==> src/rtl/fslot_pkg.sv <==
// ----------------------------------------------------------------------------
// fslot_pkg
// Shared types and constants of the frame slot manager.
// ----------------------------------------------------------------------------
`default_nettype none

package fslot_pkg;

	localparam int SLOT_COUNT_DEF = 3;
	localparam int FIFO_DEPTH_DEF = 8;

	localparam int FUNC_W    = 4;
	localparam int SLOT_IN_W = 8;
	localparam int SLOT_W    = 3;
	localparam int MARK_W    = 3;

	// Bit positions inside the per-slot mark word.
	localparam int MARK_P = 0;
	localparam int MARK_U = 1;
	localparam int MARK_R = 2;

	typedef enum logic [FUNC_W-1:0] {
		FN_FREE           = 4'd0,
		FN_PREPARED       = 4'd1,
		FN_UPLOADED       = 4'd2,
		FN_RENDERING      = 4'd3,
		FN_RENDERED       = 4'd4,
		FN_GET_FREE       = 4'd5,
		FN_GET_PREPARED   = 4'd6,
		FN_GET_RENDERABLE = 4'd7,
		FN_SET_LAST       = 4'd8
	} fslot_func_t;

	// Source of the single mark-table read address.
	typedef enum logic [2:0] {
		ADDR_SLOT,
		ADDR_PHEAD,
		ADDR_UHEAD,
		ADDR_LAST,
		ADDR_SCAN
	} fslot_addr_t;

	typedef enum logic [2:0] {
		ST_IDLE,
		ST_DISPATCH,
		ST_EXEC,
		ST_FREE,
		ST_PREP,
		ST_REND,
		ST_LAST,
		ST_REPORT
	} fslot_state_t;

	typedef struct packed {
		logic        capture;
		fslot_addr_t addr_sel;
		logic        apply_event;
		logic        cnt_init;
		logic        cnt_step;
		logic        p_pop;
		logic        u_pop;
		logic        grant;
		logic        move_search;
		logic        load_out;
	} fslot_cmd_t;

	typedef struct packed {
		fslot_func_t func;
		logic        p_empty;
		logic        u_empty;
		logic        addr_ok;
		logic        mark_p;
		logic        mark_u;
		logic        mark_r;
		logic        addr_is_last;
		logic        last_valid;
		logic        cnt_last;
		logic        out_free;
	} fslot_sts_t;

endpackage

`default_nettype wire

==> src/rtl/fslot_ctrl.sv <==
// ----------------------------------------------------------------------------
// fslot_ctrl
// Sequencer that walks one request through the slot datapath.
// ----------------------------------------------------------------------------
`default_nettype none

module fslot_ctrl (
	input  wire logic              clk,
	input  wire logic              arst_n,
	input  wire logic              in_valid,
	output logic                   in_stall,
	input  fslot_pkg::fslot_sts_t  sts,
	output fslot_pkg::fslot_cmd_t  cmd
);

	fslot_pkg::fslot_state_t state_q;
	fslot_pkg::fslot_state_t state_d;

	always_ff @(posedge clk or negedge arst_n) begin
		if (!arst_n) begin
			state_q <= fslot_pkg::ST_IDLE;
		end else begin
			state_q <= state_d;
		end
	end

	assign in_stall = (state_q != fslot_pkg::ST_IDLE);

	// Next state.
	always_comb begin
		state_d = state_q;
		unique case (state_q)
			fslot_pkg::ST_IDLE: begin
				if (in_valid) begin
					state_d = fslot_pkg::ST_DISPATCH;
				end
			end
			fslot_pkg::ST_DISPATCH: begin
				unique case (sts.func) inside
					fslot_pkg::FN_FREE, fslot_pkg::FN_PREPARED, fslot_pkg::FN_UPLOADED,
					fslot_pkg::FN_RENDERING, fslot_pkg::FN_RENDERED,
					fslot_pkg::FN_SET_LAST: begin
						state_d = fslot_pkg::ST_EXEC;
					end
					fslot_pkg::FN_GET_FREE:       state_d = fslot_pkg::ST_FREE;
					fslot_pkg::FN_GET_PREPARED:   state_d = fslot_pkg::ST_PREP;
					fslot_pkg::FN_GET_RENDERABLE: state_d = fslot_pkg::ST_REND;
					default:                      state_d = fslot_pkg::ST_REPORT;
				endcase
			end
			fslot_pkg::ST_EXEC: begin
				state_d = fslot_pkg::ST_REPORT;
			end
			fslot_pkg::ST_FREE: begin
				if ((sts.addr_ok && !sts.mark_p) || sts.cnt_last) begin
					state_d = fslot_pkg::ST_REPORT;
				end
			end
			fslot_pkg::ST_PREP: begin
				if (sts.p_empty) begin
					state_d = fslot_pkg::ST_REPORT;
				end else if (sts.addr_ok && sts.mark_p) begin
					state_d = fslot_pkg::ST_REPORT;
				end
			end
			fslot_pkg::ST_REND: begin
				if (sts.u_empty) begin
					state_d = fslot_pkg::ST_LAST;
				end else if (sts.addr_ok && sts.mark_u && !sts.mark_r) begin
					state_d = fslot_pkg::ST_REPORT;
				end else if (sts.cnt_last) begin
					state_d = fslot_pkg::ST_LAST;
				end
			end
			fslot_pkg::ST_LAST: begin
				state_d = fslot_pkg::ST_REPORT;
			end
			fslot_pkg::ST_REPORT: begin
				if (sts.out_free) begin
					state_d = fslot_pkg::ST_IDLE;
				end
			end
			default: begin
				state_d = fslot_pkg::ST_IDLE;
			end
		endcase
	end

	// Commands.
	always_comb begin
		cmd = '0;
		unique case (state_q)
			fslot_pkg::ST_IDLE: begin
				cmd.capture = in_valid;
			end
			fslot_pkg::ST_DISPATCH: begin
				cmd.cnt_init = 1'b1;
			end
			fslot_pkg::ST_EXEC: begin
				cmd.addr_sel    = fslot_pkg::ADDR_SLOT;
				cmd.apply_event = 1'b1;
			end
			fslot_pkg::ST_FREE: begin
				cmd.addr_sel = fslot_pkg::ADDR_SCAN;
				if (sts.addr_ok && !sts.mark_p) begin
					cmd.grant       = 1'b1;
					cmd.move_search = 1'b1;
				end else if (!sts.cnt_last) begin
					cmd.cnt_step = 1'b1;
				end
			end
			fslot_pkg::ST_PREP: begin
				cmd.addr_sel = fslot_pkg::ADDR_PHEAD;
				if (!sts.p_empty) begin
					if (!sts.addr_ok || !sts.mark_p) begin
						cmd.p_pop = 1'b1;
					end else if (!sts.mark_u && !sts.mark_r && !sts.addr_is_last) begin
						cmd.p_pop = 1'b1;
						cmd.grant = 1'b1;
					end
				end
			end
			fslot_pkg::ST_REND: begin
				cmd.addr_sel = fslot_pkg::ADDR_UHEAD;
				if (!sts.u_empty) begin
					cmd.u_pop = 1'b1;
					if (sts.addr_ok && sts.mark_u && !sts.mark_r) begin
						cmd.grant = 1'b1;
					end else begin
						cmd.cnt_step = 1'b1;
					end
				end
			end
			fslot_pkg::ST_LAST: begin
				cmd.addr_sel = fslot_pkg::ADDR_LAST;
				cmd.grant    = sts.last_valid && sts.addr_ok && !sts.mark_r;
			end
			fslot_pkg::ST_REPORT: begin
				cmd.addr_sel = fslot_pkg::ADDR_SLOT;
				cmd.load_out = sts.out_free;
			end
			default: begin
				cmd = '0;
			end
		endcase
	end

endmodule

`default_nettype wire

==> src/rtl/fslot_dp.sv <==
// ----------------------------------------------------------------------------
// fslot_dp
// Slot marks, the prepared and uploaded queues, pointers and result register.
// ----------------------------------------------------------------------------
`default_nettype none

module fslot_dp #(
	parameter int SLOT_COUNT = fslot_pkg::SLOT_COUNT_DEF,
	parameter int FIFO_DEPTH = fslot_pkg::FIFO_DEPTH_DEF
) (
	input  wire logic                               clk,
	input  wire logic                               arst_n,
	input  wire logic [fslot_pkg::FUNC_W-1:0]       func,
	input  wire logic [fslot_pkg::SLOT_IN_W-1:0]    slot,
	input  fslot_pkg::fslot_cmd_t                   cmd,
	output fslot_pkg::fslot_sts_t                   sts,
	output logic                                    out_valid,
	input  wire logic                               out_stall,
	output logic [fslot_pkg::SLOT_W-1:0]            slot_out,
	output logic                                    slot_found,
	output logic                                    queue_full,
	output logic                                    input_slot_rendering,
	output logic [fslot_pkg::SLOT_W-1:0]            last_shown,
	output logic                                    last_shown_known
);

	localparam int SIW = $clog2(SLOT_COUNT);
	localparam int PW  = $clog2(FIFO_DEPTH);

	function automatic logic [PW-1:0] adv(input logic [PW-1:0] p);
		return (p == PW'(FIFO_DEPTH - 1)) ? '0 : p + 1'b1;
	endfunction

	fslot_pkg::fslot_func_t               func_q;
	logic [fslot_pkg::SLOT_IN_W-1:0]      slot_q;
	logic [fslot_pkg::MARK_W-1:0]         marks_q [SLOT_COUNT];
	logic [fslot_pkg::SLOT_W-1:0]         pfifo_q [FIFO_DEPTH];
	logic [fslot_pkg::SLOT_W-1:0]         ufifo_q [FIFO_DEPTH];
	logic [PW-1:0]                        pwr_q, prd_q, uwr_q, urd_q;
	logic [fslot_pkg::SLOT_W-1:0]         last_q;
	logic                                 last_valid_q;
	logic [SIW-1:0]                       search_q, idx_q, cnt_q;
	logic                                 found_q, full_q;
	logic [fslot_pkg::SLOT_W-1:0]         granted_q;
	logic                                 out_valid_q;
	logic [fslot_pkg::SLOT_W-1:0]         slot_out_q, last_shown_q;
	logic                                 slot_found_q, queue_full_q, rendering_q;
	logic                                 last_known_q;

	logic [fslot_pkg::SLOT_IN_W-1:0]      addr;
	logic                                 addr_ok;
	logic                                 slot_ok;
	logic [fslot_pkg::MARK_W-1:0]         rd_marks;
	logic [fslot_pkg::MARK_W-1:0]         ev_marks;
	logic                                 ev_write, p_push, u_push, p_drop, u_drop, set_last;
	logic                                 out_free;

	assign slot_ok = slot_q < fslot_pkg::SLOT_IN_W'(SLOT_COUNT);

	// One read port on the mark table; the sequencer picks its address.
	always_comb begin
		unique case (cmd.addr_sel)
			fslot_pkg::ADDR_SLOT:  addr = slot_q;
			fslot_pkg::ADDR_PHEAD: addr = fslot_pkg::SLOT_IN_W'(pfifo_q[prd_q]);
			fslot_pkg::ADDR_UHEAD: addr = fslot_pkg::SLOT_IN_W'(ufifo_q[urd_q]);
			fslot_pkg::ADDR_LAST:  addr = fslot_pkg::SLOT_IN_W'(last_q);
			fslot_pkg::ADDR_SCAN:  addr = fslot_pkg::SLOT_IN_W'(idx_q);
			default:               addr = slot_q;
		endcase
	end

	assign addr_ok  = addr < fslot_pkg::SLOT_IN_W'(SLOT_COUNT);
	assign rd_marks = addr_ok ? marks_q[addr[SIW-1:0]] : '0;

	// Event decode on the old marks of the named slot.
	always_comb begin
		ev_marks = rd_marks;
		ev_write = 1'b0;
		p_push   = 1'b0;
		u_push   = 1'b0;
		set_last = 1'b0;
		if (cmd.apply_event && slot_ok) begin
			unique case (func_q)
				fslot_pkg::FN_FREE: begin
					ev_marks = '0;
					ev_write = 1'b1;
				end
				fslot_pkg::FN_PREPARED: begin
					ev_marks[fslot_pkg::MARK_P] = 1'b1;
					ev_write = 1'b1;
					p_push   = !rd_marks[fslot_pkg::MARK_P];
				end
				fslot_pkg::FN_UPLOADED: begin
					ev_marks[fslot_pkg::MARK_P] = 1'b0;
					ev_marks[fslot_pkg::MARK_U] = 1'b1;
					ev_write = 1'b1;
					u_push   = !rd_marks[fslot_pkg::MARK_U] && !rd_marks[fslot_pkg::MARK_R];
				end
				fslot_pkg::FN_RENDERING: begin
					ev_marks[fslot_pkg::MARK_R] = 1'b1;
					ev_write = 1'b1;
					set_last = 1'b1;
				end
				fslot_pkg::FN_RENDERED: begin
					ev_marks[fslot_pkg::MARK_R] = 1'b0;
					ev_marks[fslot_pkg::MARK_U] = 1'b0;
					ev_write = 1'b1;
				end
				fslot_pkg::FN_SET_LAST: begin
					set_last = 1'b1;
				end
				default: begin
					ev_write = 1'b0;
				end
			endcase
		end
	end

	// A queue keeps one entry free so that full and empty differ.
	assign p_drop = p_push && (adv(pwr_q) == prd_q);
	assign u_drop = u_push && (adv(uwr_q) == urd_q);

	always_ff @(posedge clk) begin
		if (cmd.capture) begin
			func_q <= fslot_pkg::fslot_func_t'(func);
			slot_q <= slot;
		end
		if (p_push && !p_drop) begin
			pfifo_q[pwr_q] <= slot_q[fslot_pkg::SLOT_W-1:0];
		end
		if (u_push && !u_drop) begin
			ufifo_q[uwr_q] <= slot_q[fslot_pkg::SLOT_W-1:0];
		end
	end

	always_ff @(posedge clk or negedge arst_n) begin
		if (!arst_n) begin
			for (int i = 0; i < SLOT_COUNT; i++) begin
				marks_q[i] <= '0;
			end
		end else if (ev_write) begin
			marks_q[slot_q[SIW-1:0]] <= ev_marks;
		end
	end

	always_ff @(posedge clk or negedge arst_n) begin
		if (!arst_n) begin
			pwr_q        <= '0;
			prd_q        <= '0;
			uwr_q        <= '0;
			urd_q        <= '0;
			last_q       <= '0;
			last_valid_q <= 1'b0;
			search_q     <= '0;
			idx_q        <= '0;
			cnt_q        <= '0;
			found_q      <= 1'b0;
			full_q       <= 1'b0;
			granted_q    <= '0;
		end else begin
			if (p_push && !p_drop) begin
				pwr_q <= adv(pwr_q);
			end
			if (u_push && !u_drop) begin
				uwr_q <= adv(uwr_q);
			end
			if (cmd.p_pop) begin
				prd_q <= adv(prd_q);
			end
			if (cmd.u_pop) begin
				urd_q <= adv(urd_q);
			end
			if (set_last) begin
				last_q       <= slot_q[fslot_pkg::SLOT_W-1:0];
				last_valid_q <= 1'b1;
			end
			if (cmd.cnt_init) begin
				cnt_q <= '0;
				idx_q <= search_q;
			end else if (cmd.cnt_step) begin
				cnt_q <= cnt_q + 1'b1;
				idx_q <= (idx_q == SIW'(SLOT_COUNT - 1)) ? '0 : idx_q + 1'b1;
			end
			if (cmd.move_search) begin
				search_q <= (idx_q == SIW'(SLOT_COUNT - 1)) ? '0 : idx_q + 1'b1;
			end
			if (cmd.capture) begin
				found_q   <= 1'b0;
				full_q    <= 1'b0;
				granted_q <= '0;
			end else begin
				if (p_drop || u_drop) begin
					full_q <= 1'b1;
				end
				if (cmd.grant) begin
					found_q   <= 1'b1;
					granted_q <= addr[fslot_pkg::SLOT_W-1:0];
				end
			end
		end
	end

	// Result register; the sequencer may finish the next item behind it.
	assign out_free = !out_valid_q || !out_stall;

	always_ff @(posedge clk or negedge arst_n) begin
		if (!arst_n) begin
			out_valid_q <= 1'b0;
		end else if (cmd.load_out) begin
			out_valid_q <= 1'b1;
		end else if (!out_stall) begin
			out_valid_q <= 1'b0;
		end
	end

	always_ff @(posedge clk) begin
		if (cmd.load_out) begin
			slot_out_q   <= granted_q;
			slot_found_q <= found_q;
			queue_full_q <= full_q;
			rendering_q  <= slot_ok && rd_marks[fslot_pkg::MARK_R];
			last_shown_q <= last_q;
			last_known_q <= last_valid_q;
		end
	end

	assign out_valid            = out_valid_q;
	assign slot_out             = slot_out_q;
	assign slot_found           = slot_found_q;
	assign queue_full           = queue_full_q;
	assign input_slot_rendering = rendering_q;
	assign last_shown           = last_shown_q;
	assign last_shown_known     = last_known_q;

	always_comb begin
		sts              = '0;
		sts.func         = func_q;
		sts.p_empty      = (pwr_q == prd_q);
		sts.u_empty      = (uwr_q == urd_q);
		sts.addr_ok      = addr_ok;
		sts.mark_p       = rd_marks[fslot_pkg::MARK_P];
		sts.mark_u       = rd_marks[fslot_pkg::MARK_U];
		sts.mark_r       = rd_marks[fslot_pkg::MARK_R];
		sts.addr_is_last = last_valid_q && (addr[fslot_pkg::SLOT_W-1:0] == last_q);
		sts.last_valid   = last_valid_q;
		sts.cnt_last     = (cnt_q == SIW'(SLOT_COUNT - 1));
		sts.out_free     = out_free;
	end

endmodule

`default_nettype wire

==> src/rtl/frame_slot_manager.sv <==
// ----------------------------------------------------------------------------
// frame_slot_manager
// Bookkeeping of frame buffer slots for a triple-buffered display path.
// ----------------------------------------------------------------------------
// The block takes one item at a time and returns exactly one result for each.
// An event or a set-last request passes from input transfer to a valid
// result through capture, dispatch, one update step and the report state.
// A get-free request walks the slots one per cycle from the round-robin
// pointer and checks at most SLOT_COUNT slots. A get-prepared request
// pops one stale queue entry per cycle. A get-renderable request pops at
// most SLOT_COUNT uploaded entries and, if none of them is renderable,
// then checks the last shown slot. This pace comes from the single
// read port on the slot mark table, stepped one address per cycle.
// The result sits in an output register, so the next input transfer can be
// taken while a result still waits for the consumer; the next result only
// waits in its report cycle if that register is still held.
// ----------------------------------------------------------------------------
`default_nettype none

module frame_slot_manager #(
	parameter int SLOT_COUNT = fslot_pkg::SLOT_COUNT_DEF,
	parameter int FIFO_DEPTH = fslot_pkg::FIFO_DEPTH_DEF
) (
	input  wire logic                              clk,
	input  wire logic                              arst_n,
	input  wire logic                              in_valid,
	output logic                                   in_stall,
	input  wire logic [fslot_pkg::FUNC_W-1:0]      func,
	input  wire logic [fslot_pkg::SLOT_IN_W-1:0]   slot,
	output logic                                   out_valid,
	input  wire logic                              out_stall,
	output logic [fslot_pkg::SLOT_W-1:0]           slot_out,
	output logic                                   slot_found,
	output logic                                   queue_full,
	output logic                                   input_slot_rendering,
	output logic [fslot_pkg::SLOT_W-1:0]           last_shown,
	output logic                                   last_shown_known
);

	// Commands flow from the sequencer to the datapath, status flows back.
	fslot_pkg::fslot_cmd_t cmd;
	fslot_pkg::fslot_sts_t sts;

	// The sequencer holds in_stall high from the capture of an item until
	// its result has been loaded into the output register.
	fslot_ctrl u_ctrl (
		.clk      (clk),
		.arst_n   (arst_n),
		.in_valid (in_valid),
		.in_stall (in_stall),
		.sts      (sts),
		.cmd      (cmd)
	);

	// The datapath owns the marks, both queues with their pointers, the last
	// shown slot, the search pointer and the result register.
	fslot_dp #(
		.SLOT_COUNT (SLOT_COUNT),
		.FIFO_DEPTH (FIFO_DEPTH)
	) u_dp (
		.clk                  (clk),
		.arst_n               (arst_n),
		.func                 (func),
		.slot                 (slot),
		.cmd                  (cmd),
		.sts                  (sts),
		.out_valid            (out_valid),
		.out_stall            (out_stall),
		.slot_out             (slot_out),
		.slot_found           (slot_found),
		.queue_full           (queue_full),
		.input_slot_rendering (input_slot_rendering),
		.last_shown           (last_shown),
		.last_shown_known     (last_shown_known)
	);

endmodule

`default_nettype wire

==> config.mk <==
export PLATFORM = sky130hd
export DESIGN_NAME = frame_slot_manager
export DESIGN_NICKNAME = d
export VERILOG_FILES = /design/src/rtl/fslot_pkg.sv /design/src/rtl/fslot_ctrl.sv /design/src/rtl/fslot_dp.sv /design/src/rtl/frame_slot_manager.sv
export SDC_FILE = /design/constraint.sdc
export NUM_CORES = 1
export LEC_CHECK = 0
export BUFFER_PORTS_ARGS = -buffer_cell sky130_fd_sc_hd__buf_4
export CAP_MARGIN = 20
export CORE_ASPECT_RATIO = 0.7
export CORE_UTILIZATION = 66
export DETAILED_ROUTE_END_ITERATION = 8
export PLACE_DENSITY = 0.82
export SLEW_MARGIN = 20
export SYNTH_ARGS = -nofsm -noshare
export SYNTH_HDL_FRONTEND = slang
export SYNTH_HIERARCHICAL = 1
export SYNTH_SLANG_ARGS = --single-unit
==> constraint.sdc <==
create_clock -name clk -period 8.15 [get_ports clk]
set_input_delay 0 -clock clk [delete_from_list [all_inputs] [get_ports clk]]
set_output_delay 0 -clock clk [all_outputs]
set_load 0.005 [all_outputs]
* Yosys cells after proc, flatten, opt, wreduce, memory -nomap -nowiden
Memories as Yosys holds them, arrays and structs flattened. Cells that the tools add are included.
Word-level totals: output and inout port bits 12, memories kept 2, register bits 62, bits in writable memories 48, logic and storage cells 191
Operators by class: bitwise gates (word level) 2, add/subtract/negate cells 6, eq/ne operators 36, mux-type cells 73, $lt $le $gt $ge 5, reductions and logical operators 42
Memory list:
- u_dp.pfifo_q | words 8, width 3, read ports 1, clocked after Yosys merged registers in 0, write ports 1, RTL line fslot_dp.sv:37 | logic [fslot_pkg::SLOT_W-1:0] pfifo_q [FIFO_DEPTH];
- u_dp.ufifo_q | words 8, width 3, read ports 1, clocked after Yosys merged registers in 0, write ports 1, RTL line fslot_dp.sv:38 | logic [fslot_pkg::SLOT_W-1:0] ufifo_q [FIFO_DEPTH];
Operator list (count):
- 2-to-1 mux 3 bit | 19
- 2-to-1 mux 1 bit | 35
- case mux 8 bit (4 select lines) | 1
- equality test 3 bit (second input constant) | 9
- case mux 3 bit (4 select lines) | 2
- case mux 3 bit (7 select lines) | 1
- equality test 4 x 3 -> 1 bit (second input constant) | 4
- logical AND 1 bit | 16
- < comparator 8 x 2 -> 1 bit (second input constant) | 2
- equality test 3 bit | 5
- 2-to-1 mux 2 bit | 7
- adder 3 x 1 -> 3 bit (second input constant) | 4
- equality test 3 x 2 -> 1 bit (second input constant) | 4
- bitwise mux 9 bit | 1
- zero test 1 bit | 9
- equality test 4 x 2 -> 1 bit (second input constant) | 2
- case mux 1 bit (2 select lines) | 4
- OR reduction 2 bit | 4
- binary-select mux 3 bit (select 2 bit) | 1
- demux 3 bit (select 2 bit) | 1
- equality test 3 x 1 -> 1 bit (second input constant) | 2
- >= comparator 3 bit (second input constant) | 2
- != test 2 x 1 -> 1 bit (second input constant) | 3
- inverter 2 -> 3 bit | 2
- other kinds (17) | 24

* Depth between registers and ports, before layout
Gate-level depths: netlist (run 1).
depth after elaboration 18, gate-level depth with buffers 16, gate-level depth less buffers 14

* By module
Netlist (run 1), hierarchy kept.
Modules (own cells, without submodules):
- fslot_dp | cells each 332, area an instance 4872.2 µm², instances 1
- fslot_ctrl | cells each 58, area an instance 416.6 µm², instances 1

* Worst setup path after synthesis (run 1)
Ideal clock, no wire load.
path kind flip-flop to flip-flop, from register u_ctrl.state_q[1], to register u_dp/granted_q[0] in the netlist's numbering, arrival 3.512 ns, slack 4.478 ns, required time 7.990 ns, cell stages (with the launch flop) 15, clock period less this slack 3.672 ns, path through dfrtp_1 -> buf_2 -> nand2b_1 -> a21boi_1 -> nor2_1 -> a221oi_1 -> a31o_1 -> o211ai_2 -> mux2_2 -> a32oi_2 -> inv_1 -> or3_1 -> o311ai_1 -> mux2i_1 -> nor2_1
RTL lines:
- start, declared | RTL line fslot_ctrl.sv:16 | fslot_pkg::fslot_state_t state_q;
- start signal, assigned | RTL line fslot_ctrl.sv:21 | state_q <= fslot_pkg::ST_IDLE;
- start signal, assigned | RTL line fslot_ctrl.sv:23 | state_q <= state_d;
- end signal, assigned | RTL line fslot_dp.sv:197 | granted_q <= addr[fslot_pkg::SLOT_W-1:0];
- end, declared | RTL line fslot_dp.sv:44 | logic [fslot_pkg::SLOT_W-1:0] granted_q;

==> results.sh, run 1 <==
export IMPL_grt_max_degree=41
export IMPL_antenna_found_initial=0
export IMPL_synthAdderAreaFrac_pct=2.13
export IMPL_boundaryPins=28
export IMPL_ys_flop_type="edfxtp_1"
export IMPL_wl_per_cell_um=20.4
export IMPL_synth_top_family_by_area="simple AND/OR/NAND/NOR gates"
export IMPL_synth_compound_area_share_pct=6.03
export IMPL_synth_edff_count=70
export IMPL_synth_simple_gate_area_share_pct=14.1
export IMPL_slew_violations=0
export IMPL_p_per_area_nw_per_um2=284
export IMPL_drc=0
export IMPL_hold_viol=0
export IMPL_tns_ns=0
export IMPL_grt_pass1_vias=3352
export IMPL_clk_latency_ns=0.34
export IMPL_period_share_pct=56.2
export IMPL_path_class="register to register"
export IMPL_outcome="completed"
export IMPL_dp_hpwl_um=7320
export IMPL_detail_route_first_pass_iterations=5
export IMPL_die_h_um=76.9
export IMPL_die_w_um=109
export IMPL_endpoint_kind="register"
export IMPL_synth_seq_area_share_pct=58.7
export IMPL_synth_area_per_cell_um2=13.6
export IMPL_ys_seq_elements=110
export IMPL_synth_mux_area_share_pct=12.8
export IMPL_grt_pass1_wl_um=17200
export IMPL_max_freq_ghz=0.218
export IMPL_fin_worst_skew_ns=0.00645
export IMPL_ys_warn_count=6
export IMPL_fill_cells=440
export IMPL_overflow=0
export IMPL_syn2layout_area_growth_pct=12.4
export IMPL_slew_limit_headroom_pct=33.4
export IMPL_worstPathMaxFanout=14
export IMPL_clock_sinks=110
export IMPL_worst_pin_slew_ns=0.983
export IMPL_n_antenna_cell=0
export IMPL_grt_util_all_layers_pct=28.2
export IMPL_hold_path_class="input port to register"
export IMPL_crit_start="u_ctrl/state_q[1]$_DFFE_PN0P_"
export IMPL_p_leak_uw=0.00236
export IMPL_h_tree_depth=3
export IMPL_vias=3374
export IMPL_cts_buffers=9
export IMPL_worst_ep_required_time_ns=8.39
export IMPL_fin_crit_ns=4.58
export IMPL_syn_nets=415
export IMPL_vdd_drop_max_mv=0.193
export IMPL_setup_worst_path_start_class="register"
export IMPL_finalSetupViolCount=0
export IMPL_detail_route_antenna_nets=0
export IMPL_synth_xor_area_share_pct=2.82
export IMPL_drive_gt1_share_pct=19.7
export IMPL_final_net_count=446
export IMPL_io_buffers=27
export IMPL_synth_cell_area_um2=5290
export IMPL_cts_root_buffer="clkbuf_16"
export IMPL_critical_path_arrival_ns=4.82
export IMPL_hold_start="in_valid"
export IMPL_rows=26
export IMPL_max_cap_viol_count=0
export IMPL_wirelength_um=10700
export IMPL_holdWs_ns=0.0977
export IMPL_clk_pin_slew_ns=0.06
export IMPL_place_congestion=0.863
export IMPL_synth_cell_types=70
export IMPL_cts_buffer_depth=2
export IMPL_rsz0062_at_grt="no"
export IMPL_rr_startpoint="u_ctrl/state_q[1]$_DFFE_PN0P_"
export IMPL_layout_commonest_cell="edfxtp_1"
export IMPL_cts_tree="built"
export IMPL_start_util_pct=70.4
export IMPL_synthArstFlopShare_pct=36.4
export IMPL_syn_inst=390
export IMPL_dieArea_um2=8380
export IMPL_drt_iter0_markers=219
export IMPL_final_cell_mix="edfxtp_1, dfrtp_1, nor2_1"
export IMPL_core_area_um2=7510
export IMPL_viasPerCell=6.44
-- Yosys cell counts, drive strengths merged (2+ instances only) --
cell	instances	area [um2]
or4	2	15.0
dfrtp	40	1000
nor4	6	37.5
buf	15	111
nor4b	3	38.8
nand2b	7	43.8
and4bb	2	25.0
a31o	2	17.5
nand3	8	45.0
o211ai	2	20.0
a221oi	2	17.5
nor2b	6	40.0
a211oi	3	22.5
inv	11	41.3
or2	2	12.5
nand2	19	71.3
mux4	9	214
xor2	10	87.6
nand3b	2	15.0
mux2	29	334
edfxtp	70	2100
a21oi	5	25.0
and4b	2	20.0
nor2	32	128
nor3b	5	37.5
mux2i	13	130
xnor2	7	61.3
or3	6	37.5
o21ai	7	35.0
o31ai	2	15.0
o311ai	3	26.3
nor3	17	95.1
clkbuf	7	26.3
and2	2	12.5
a32oi	2	32.5
a31oi	2	12.5
ha	9	113
and3	2	12.5
-- logic make-up (layout without fill, tap and decap cells) --
kind of cell | after synthesis | after routing
adder cells (fa/ha/maj) | 9 | 9
buffers and inverters | 33 | 69
AO/OA/AOI/OAI | 40 | 40
AND/OR/NAND/NOR | 130 | 130
XOR/XNOR | 17 | 17
flip-flops | 110 | 110
multiplexers | 51 | 51
-- power breakdown --
group	switching [uW]	internal (uW)
Sequential	86.6	669
Clock	184	266
Combinational	263	218
Total	534	1150
-- sequential cells by signal (all words and copies together) (netlist names), 4 cells and up --
| register | count |
|---|---|
| u_dp/ufifo_q | 24 |
| u_dp/pfifo_q | 24 |
| u_dp/marks_q | 9 |
| u_dp/slot_q | 8 |
| u_dp/func_q | 4 |
-- critical path: stages, from the launching register on --
cell      delay (ns)
dfrtp_1         0.52
nand2b_1        0.23
a21boi_1        0.36
nor2_1          0.19
a221oi_1        0.37
a31o_1          0.16
o211ai_2        0.21
mux2_2          0.35
a32oi_2         0.30
inv_1           0.13
or3_1           0.39
o311ai_1        0.82
nor2_1          0.16
a211oi_1        0.28
-- stage by stage --
stage                     power (uW)  instances  worst slack, ns  utilization [%]  cell area (um2)
final                           1690        524             3.57             79.1             5940
after global routing            1770        524             3.14             79.1             5940
after CTS                       1690        524             3.66             79.1             5940
after detailed placement        1230        494             3.86             73.0             5480
after global placement          1200        494             4.17             73.0             5480
after floorplan                 1110        390             4.48                -             5290
-- worst paths after layout --
kind	end	slack [ns]	cells after the start
worst max-delay path	u_dp/granted_q[1]$_DFFE_PN0P_	3.57	13
worst min-delay path	u_dp/granted_q[0]$_DFFE_PN0P_	0.1	4
worst max register to register	u_dp/granted_q[1]$_DFFE_PN0P_	3.57	13
worst min register to register	u_dp/slot_out[1]$_DFFE_PP_	0.46	0
max in group asynchronous	u_dp/uwr_q[2]$_DFFE_PN0P_	7.61	2
min in group asynchronous	u_dp/out_valid$_DFFE_PN0P_	0.17	2
-- area by class of cell --
type,instances,area [um2],share of cell area (%)
clock buffer,12,268,4.51
clock inverter,4,51.3,0.863
inverter,11,41.3,0.695
multi-input combinational,247,2010,33.8
sequential,110,3100,52.2
tap,98,123,2.06
timing repair buffer,42,350,5.89
-- metal layers --
metal	GRT usage, %	vias up	share of wire [%]	wire length [um]
li1	-	1534	-	-
met5	0	-	0	0
met1	40.0	1655	45	4780
met4	11.5	0	2.7	289
met2	41.4	155	45	4830
met3	7.40	30	7.5	797
-- repair_timing --
action,in CTS,in global routing
resized for setup,0,0
hold endpoints to repair,53,0
hold buffers,14,0
buffers inserted,0,0
Note: power is estimated with default switching activity, not from simulation.
==> inputs of run 2 (changes only) <==
CORE_UTILIZATION = 55   (was 66)
PLACE_DENSITY = 0.73   (was 0.82)
clock period = 4.15 ns   (was 8.15 ns; I/O delays follow)
==> results.sh, run 2 (synthesis results as in run 1) <==
export IMPL_core_area_um2=9180
export IMPL_grt_util_all_layers_pct=23.3
export IMPL_drive_gt1_share_pct=22.5
export IMPL_rrSetupSlack_ns=0.25
export IMPL_cts_tree="built"
export IMPL_die_w_um=119
export IMPL_period_share_pct=94.0
export IMPL_dieArea_um2=10000
export IMPL_postCtsSetupBuffers=0
export IMPL_worst_pin_slew_ns=1.03
export IMPL_highest_layer="met4"
export IMPL_worstPathMaxFanout=15
export IMPL_worstRegToRegCells=12
export IMPL_setup_slack_ns=0.251
export IMPL_grt_pass1_wl_um=17400
export IMPL_fin_crit_ns=3.90
export IMPL_slew_limit_headroom_pct=31.3
export IMPL_rsz0062_at_grt="no"
export IMPL_viasPerCell=5.91
export IMPL_h_tree_depth=3
export IMPL_worst_ep_required_time_ns=4.38
export IMPL_clk_latency_ns=0.35
export IMPL_detail_route_antenna_nets=0
export IMPL_fill_cells=689
export IMPL_rr_startpoint="u_ctrl/state_q[2]$_DFFE_PN0P_"
export IMPL_cp_num_cells=12
export IMPL_final_cell_mix="edfxtp_1, dfrtp_1, buf_4"
export IMPL_outcome="completed"
export IMPL_max_freq_ghz=0.256
export IMPL_path_class="register to register"
export IMPL_hold_path_class="input port to async pin"
export IMPL_n_antenna_cell=0
export IMPL_final_net_count=456
export IMPL_top_regs="u_dp/pfifo_q (24), u_dp/ufifo_q (24), u_dp/marks_q (9)"
export IMPL_io_buffers=27
export IMPL_critPathTopFamily="simple AND/OR/NAND/NOR gates"
export IMPL_setup_worst_path_start_class="register"
export IMPL_cts_buffer_depth=2
export IMPL_wirelength_um=10600
export IMPL_critical_path_arrival_ns=4.13
export IMPL_slowest_delay_ns=0.57
export IMPL_crit_start="u_ctrl/state_q[2]$_DFFE_PN0P_"
export IMPL_m1WireLength_um=5190
export IMPL_boundaryPins=28
export IMPL_hold_viol=0
export IMPL_die_h_um=84.0
export IMPL_worst_path_max_delay_cell="dfrtp_1"
export IMPL_start_util_pct=57.6
export IMPL_p_leak_uw=0.00240
export IMPL_cts_root_buffer="clkbuf_16"
export IMPL_detail_route_first_pass_iterations=5
export IMPL_crit_top_cell="inv_1"
export IMPL_antenna_found_initial=0
export IMPL_dr_wl_met3_um=530
export IMPL_fin_worst_skew_ns=0.00785
export IMPL_grt_pass1_vias=3284
export IMPL_place_congestion=0.875
export IMPL_layout_commonest_cell="edfxtp_1"
export IMPL_grt_max_degree=41
export IMPL_syn2layout_area_growth_pct=14.0
export IMPL_wl_met2_um=4690
export IMPL_place_ws_ns=0.250
export IMPL_max_cap_viol_count=0
export IMPL_drt_iter0_markers=184
export IMPL_p_per_area_nw_per_um2=542
export IMPL_dp_hpwl_um=7540
export IMPL_tns_ns=0
export IMPL_vdd_drop_max_mv=0.295
export IMPL_cp_cell_sequence="nand3b_1 > inv_1 > or3b_1 > o211ai_2 > mux2_2 > a32oi_2 > inv_1 > or3_1 > o311ai_1 > buf_4 > mux2i_1 > nor2_1"
export IMPL_path_buf_inv=3
export IMPL_endpoint_kind="register"
export IMPL_clk_pin_slew_ns=0.07
export IMPL_cts_buffers=9
export IMPL_wl_per_cell_um=18.9
export IMPL_slew_violations=0
export IMPL_finalSetupViolCount=0
export IMPL_clock_sinks=110
export IMPL_drc=0
export IMPL_overflow=0
export IMPL_vias=3308
export IMPL_rows=29
run 2: per-stage QoR:
| stage | power, uW | instances | area, um2 | hold WS (ns) | utilization (%) |
|---|---|---|---|---|---|
| after detailed placement | 2440 | 530 | 5590 | 0.0172 | 60.9 |
| final | 3270 | 560 | 6030 | 0.164 | 65.7 |
| after floorplan | 2190 | 390 | 5290 | -0.296 | - |
| after global placement | 2400 | 530 | 5590 | 0.0133 | 60.9 |
| after CTS | 3250 | 560 | 6010 | 0.156 | 65.5 |
| after global routing | 3440 | 560 | 6030 | 0.174 | 65.7 |
run 2: power breakdown:
group	switching, uW	total, uW	leakage (uW)	internal, uW
clock	386	814	0.000140	428
combinational	535	984	0.00110	448
sequential	158	1470	0.00116	1310
total	1080	3270	0.00240	2190
run 2: cell type report:
cell class	count	area (um2)	share of cell area, %
Multi-Input combinational cell	247	2020	33.5
Clock inverter	6	43.8	0.726
Timing Repair Buffer	52	425	7.06
Sequential cell	110	3100	51.5
Inverter	11	41.3	0.685
Tap cell	124	155	2.57
Clock buffer	10	239	3.96
run 2: path summary, 6_finish.rpt:
| check | endpoint |
|---|---|
| worst min-delay path | u_dp/idx_q[0]$_DFFE_PN0P_ |
| min in group clk | u_ctrl/state_q[1]$_DFFE_PN0P_ |
| worst max register to register | u_dp/granted_q[0]$_DFFE_PN0P_ |
| max in group asynchronous | u_dp/pwr_q[1]$_DFFE_PN0P_ |
| worst max-delay path | u_dp/granted_q[0]$_DFFE_PN0P_ |
| worst min register to register | u_dp/slot_out[1]$_DFFE_PP_ |
run 2: timing repair:
item,in CTS,in global routing
hold buffers,14,0
endpoints found under the hold margin,53,0
resized for setup,0,3
endpoints found under the setup margin,0,15
run 2: routing by layer:
metal	GRT usage (%)	vias up
li1	-	1549
met1	34.3	1640
met2	34.1	101
met3	5.40	18
met4	7.59	0
met5	0	-
==> inputs of run 3 (changes only) <==
REMOVE_ABC_BUFFERS = 1   (was unset)
==> results.sh, run 3 (synthesis results as in run 1) <==
export IMPL_p_leak_uw=0.00239
export IMPL_hold_path_class="input port to register"
export IMPL_boundaryPins=28
export IMPL_dp_hpwl_um=7270
export IMPL_n_antenna_cell=0
export IMPL_layout_commonest_cell="edfxtp_1"
export IMPL_clock_sinks=110
export IMPL_power_share_combinational_pct=29.9
export IMPL_drt_iter0_markers=231
export IMPL_worst_pin_slew_ns=1.04
export IMPL_fin_worst_skew_ns=0.00782
export IMPL_setup_worst_path_start_class="register"
export IMPL_tns_ns=0
export IMPL_core_area_um2=9180
export IMPL_slew_violations=0
export IMPL_syn2layout_area_growth_pct=13.9
export IMPL_endpoint_kind="register"
export IMPL_postCtsSetupBuffers=0
export IMPL_vias=3332
export IMPL_final_cell_mix="edfxtp_1, dfrtp_1, buf_4"
export IMPL_grt_pass1_vias=3201
export IMPL_cts_buffer_depth=2
export IMPL_viasPerCell=5.96
export IMPL_cts_buffers=9
export IMPL_p_per_area_nw_per_um2=539
export IMPL_clk_latency_ns=0.35
export IMPL_period_share_pct=93.1
export IMPL_seqPwrFrac_pct=45.6
export IMPL_wl_per_cell_um=18.8
export IMPL_fin_crit_ns=3.86
export IMPL_slew_limit_headroom_pct=30.7
export IMPL_p_int_uw=2170
export IMPL_worst_ep_required_time_ns=4.39
export IMPL_io_buffers=27
export IMPL_hold_start="in_valid"
export IMPL_cts_tree="built"
export IMPL_antenna_found_initial=0
export IMPL_vdd_drop_max_mv=0.293
export IMPL_final_util_pct=65.6
export IMPL_grt_max_degree=41
export IMPL_clk_pin_slew_ns=0.07
export IMPL_place_congestion=0.855
export IMPL_worstPathMaxFanout=12
export IMPL_cts_root_buffer="clkbuf_16"
export IMPL_crit_start="u_ctrl/state_q[0]$_DFFE_PN0P_"
export IMPL_path_class="register to register"
export IMPL_overflow=0
export IMPL_dieArea_um2=10000
export IMPL_start_util_pct=57.6
export IMPL_fill_cells=678
export IMPL_finalSetupViolCount=0
export IMPL_drive_gt1_share_pct=22.1
export IMPL_die_h_um=84.0
export IMPL_die_w_um=119
export IMPL_hold_viol=0
export IMPL_max_cap_viol_count=0
export IMPL_top_regs="u_dp/pfifo_q (24), u_dp/ufifo_q (24), u_dp/marks_q (9)"
export IMPL_grt_pass1_wl_um=17300
export IMPL_grt_util_all_layers_pct=23.1
export IMPL_rr_startpoint="u_ctrl/state_q[0]$_DFFE_PN0P_"
export IMPL_outcome="completed"
export IMPL_drc=0
export IMPL_wirelength_um=10500
export IMPL_detail_route_antenna_nets=0
export IMPL_p_clk_share_pct=24.6
export IMPL_swShare_pct=33.0
export IMPL_rsz0062_at_grt="no"
export IMPL_p_sw_uw=1070
export IMPL_h_tree_depth=3
export IMPL_critical_path_arrival_ns=4.11
export IMPL_max_freq_ghz=0.259
export IMPL_detail_route_first_pass_iterations=5
export IMPL_final_net_count=455
export IMPL_rows=29
-- run 3: area by class of cell --
class                      count  area [um2]  share of cell area, %
clock inverter                 6        47.5                  0.789
clock buffer                  10         229                   3.80
inverter                      11        41.3                  0.686
tap                          124         155                   2.58
timing repair buffer          51         418                   6.94
sequential                   110        3100                   51.5
multi-input combinational    247        2030                   33.7
-- run 3: power groups by stage --
| stage | sequential, uW | combinational [uW] | clock (uW) |
|---|---|---|---|
| after floorplan | 1460 | 666 | 0 |
| after global placement | 1490 | 887 | 0 |
| after detailed placement | 1500 | 915 | 0 |
| after CTS | 1480 | 931 | 809 |
| after global routing | 1500 | 1060 | 845 |
| final | 1480 | 968 | 797 |
-- run 3: stage by stage --
stage               hold WS [ns]  total power (uW)  instances  instance area (um2)  setup WS, ns
floorplan                 -0.296              2120        368                 5150         0.512
global placement         0.00652              2380        529                 5580         0.366
detailed placement        0.0176              2410        529                 5580         0.189
CTS                       0.0647              3220        559                 6000         0.152
global route               0.109              3410        559                 6020        0.0511
finish                    0.0753              3240        559                 6020         0.286
-- run 3: worst paths after layout --
kind | cells past startpoint | to | slack [ns]
worst max-delay path | 13 | u_dp/granted_q[1]$_DFFE_PN0P_ | 0.29
worst max register to register | 13 | u_dp/granted_q[1]$_DFFE_PN0P_ | 0.29
max in group asynchronous | 2 | u_dp/pwr_q[1]$_DFFE_PN0P_ | 3.61
worst min register to register | 0 | u_dp/queue_full$_DFFE_PP_ | 0.45
min in group asynchronous | 2 | u_dp/idx_q[1]$_DFFE_PN0P_ | 0.17
worst min-delay path | 4 | u_dp/granted_q[0]$_DFFE_PN0P_ | 0.08
-- run 3: per-layer routing --
metal / GRT usage, % / share of wire (%)
met1: 34.6 / 49
met2: 34.4 / 44
met3: 5.12 / 5.5
met4: 5.41 / 0.93
met5: 0 / 0
-- run 3: repair_timing --
| item | CTS | global route |
|---|---|---|
| hold buffers | 14 | 0 |
| gates resized for setup | 0 | 4 |
| hold endpoints to repair | 53 | 0 |
| setup endpoints to repair | 0 | 26 |
-- run 3: critical path: stages (launching register included) --
cell      delay [ns]
dfrtp_1         0.51
nand2b_1        0.23
a21boi_2        0.26
nor3b_1         0.40
o41ai_2         0.18
o211ai_4        0.19
mux2_2          0.40
a32oi_2         0.28
inv_1           0.09
or3_1           0.40
o311ai_1        0.31
buf_4           0.21
nor2_1          0.05
a211oi_1        0.23
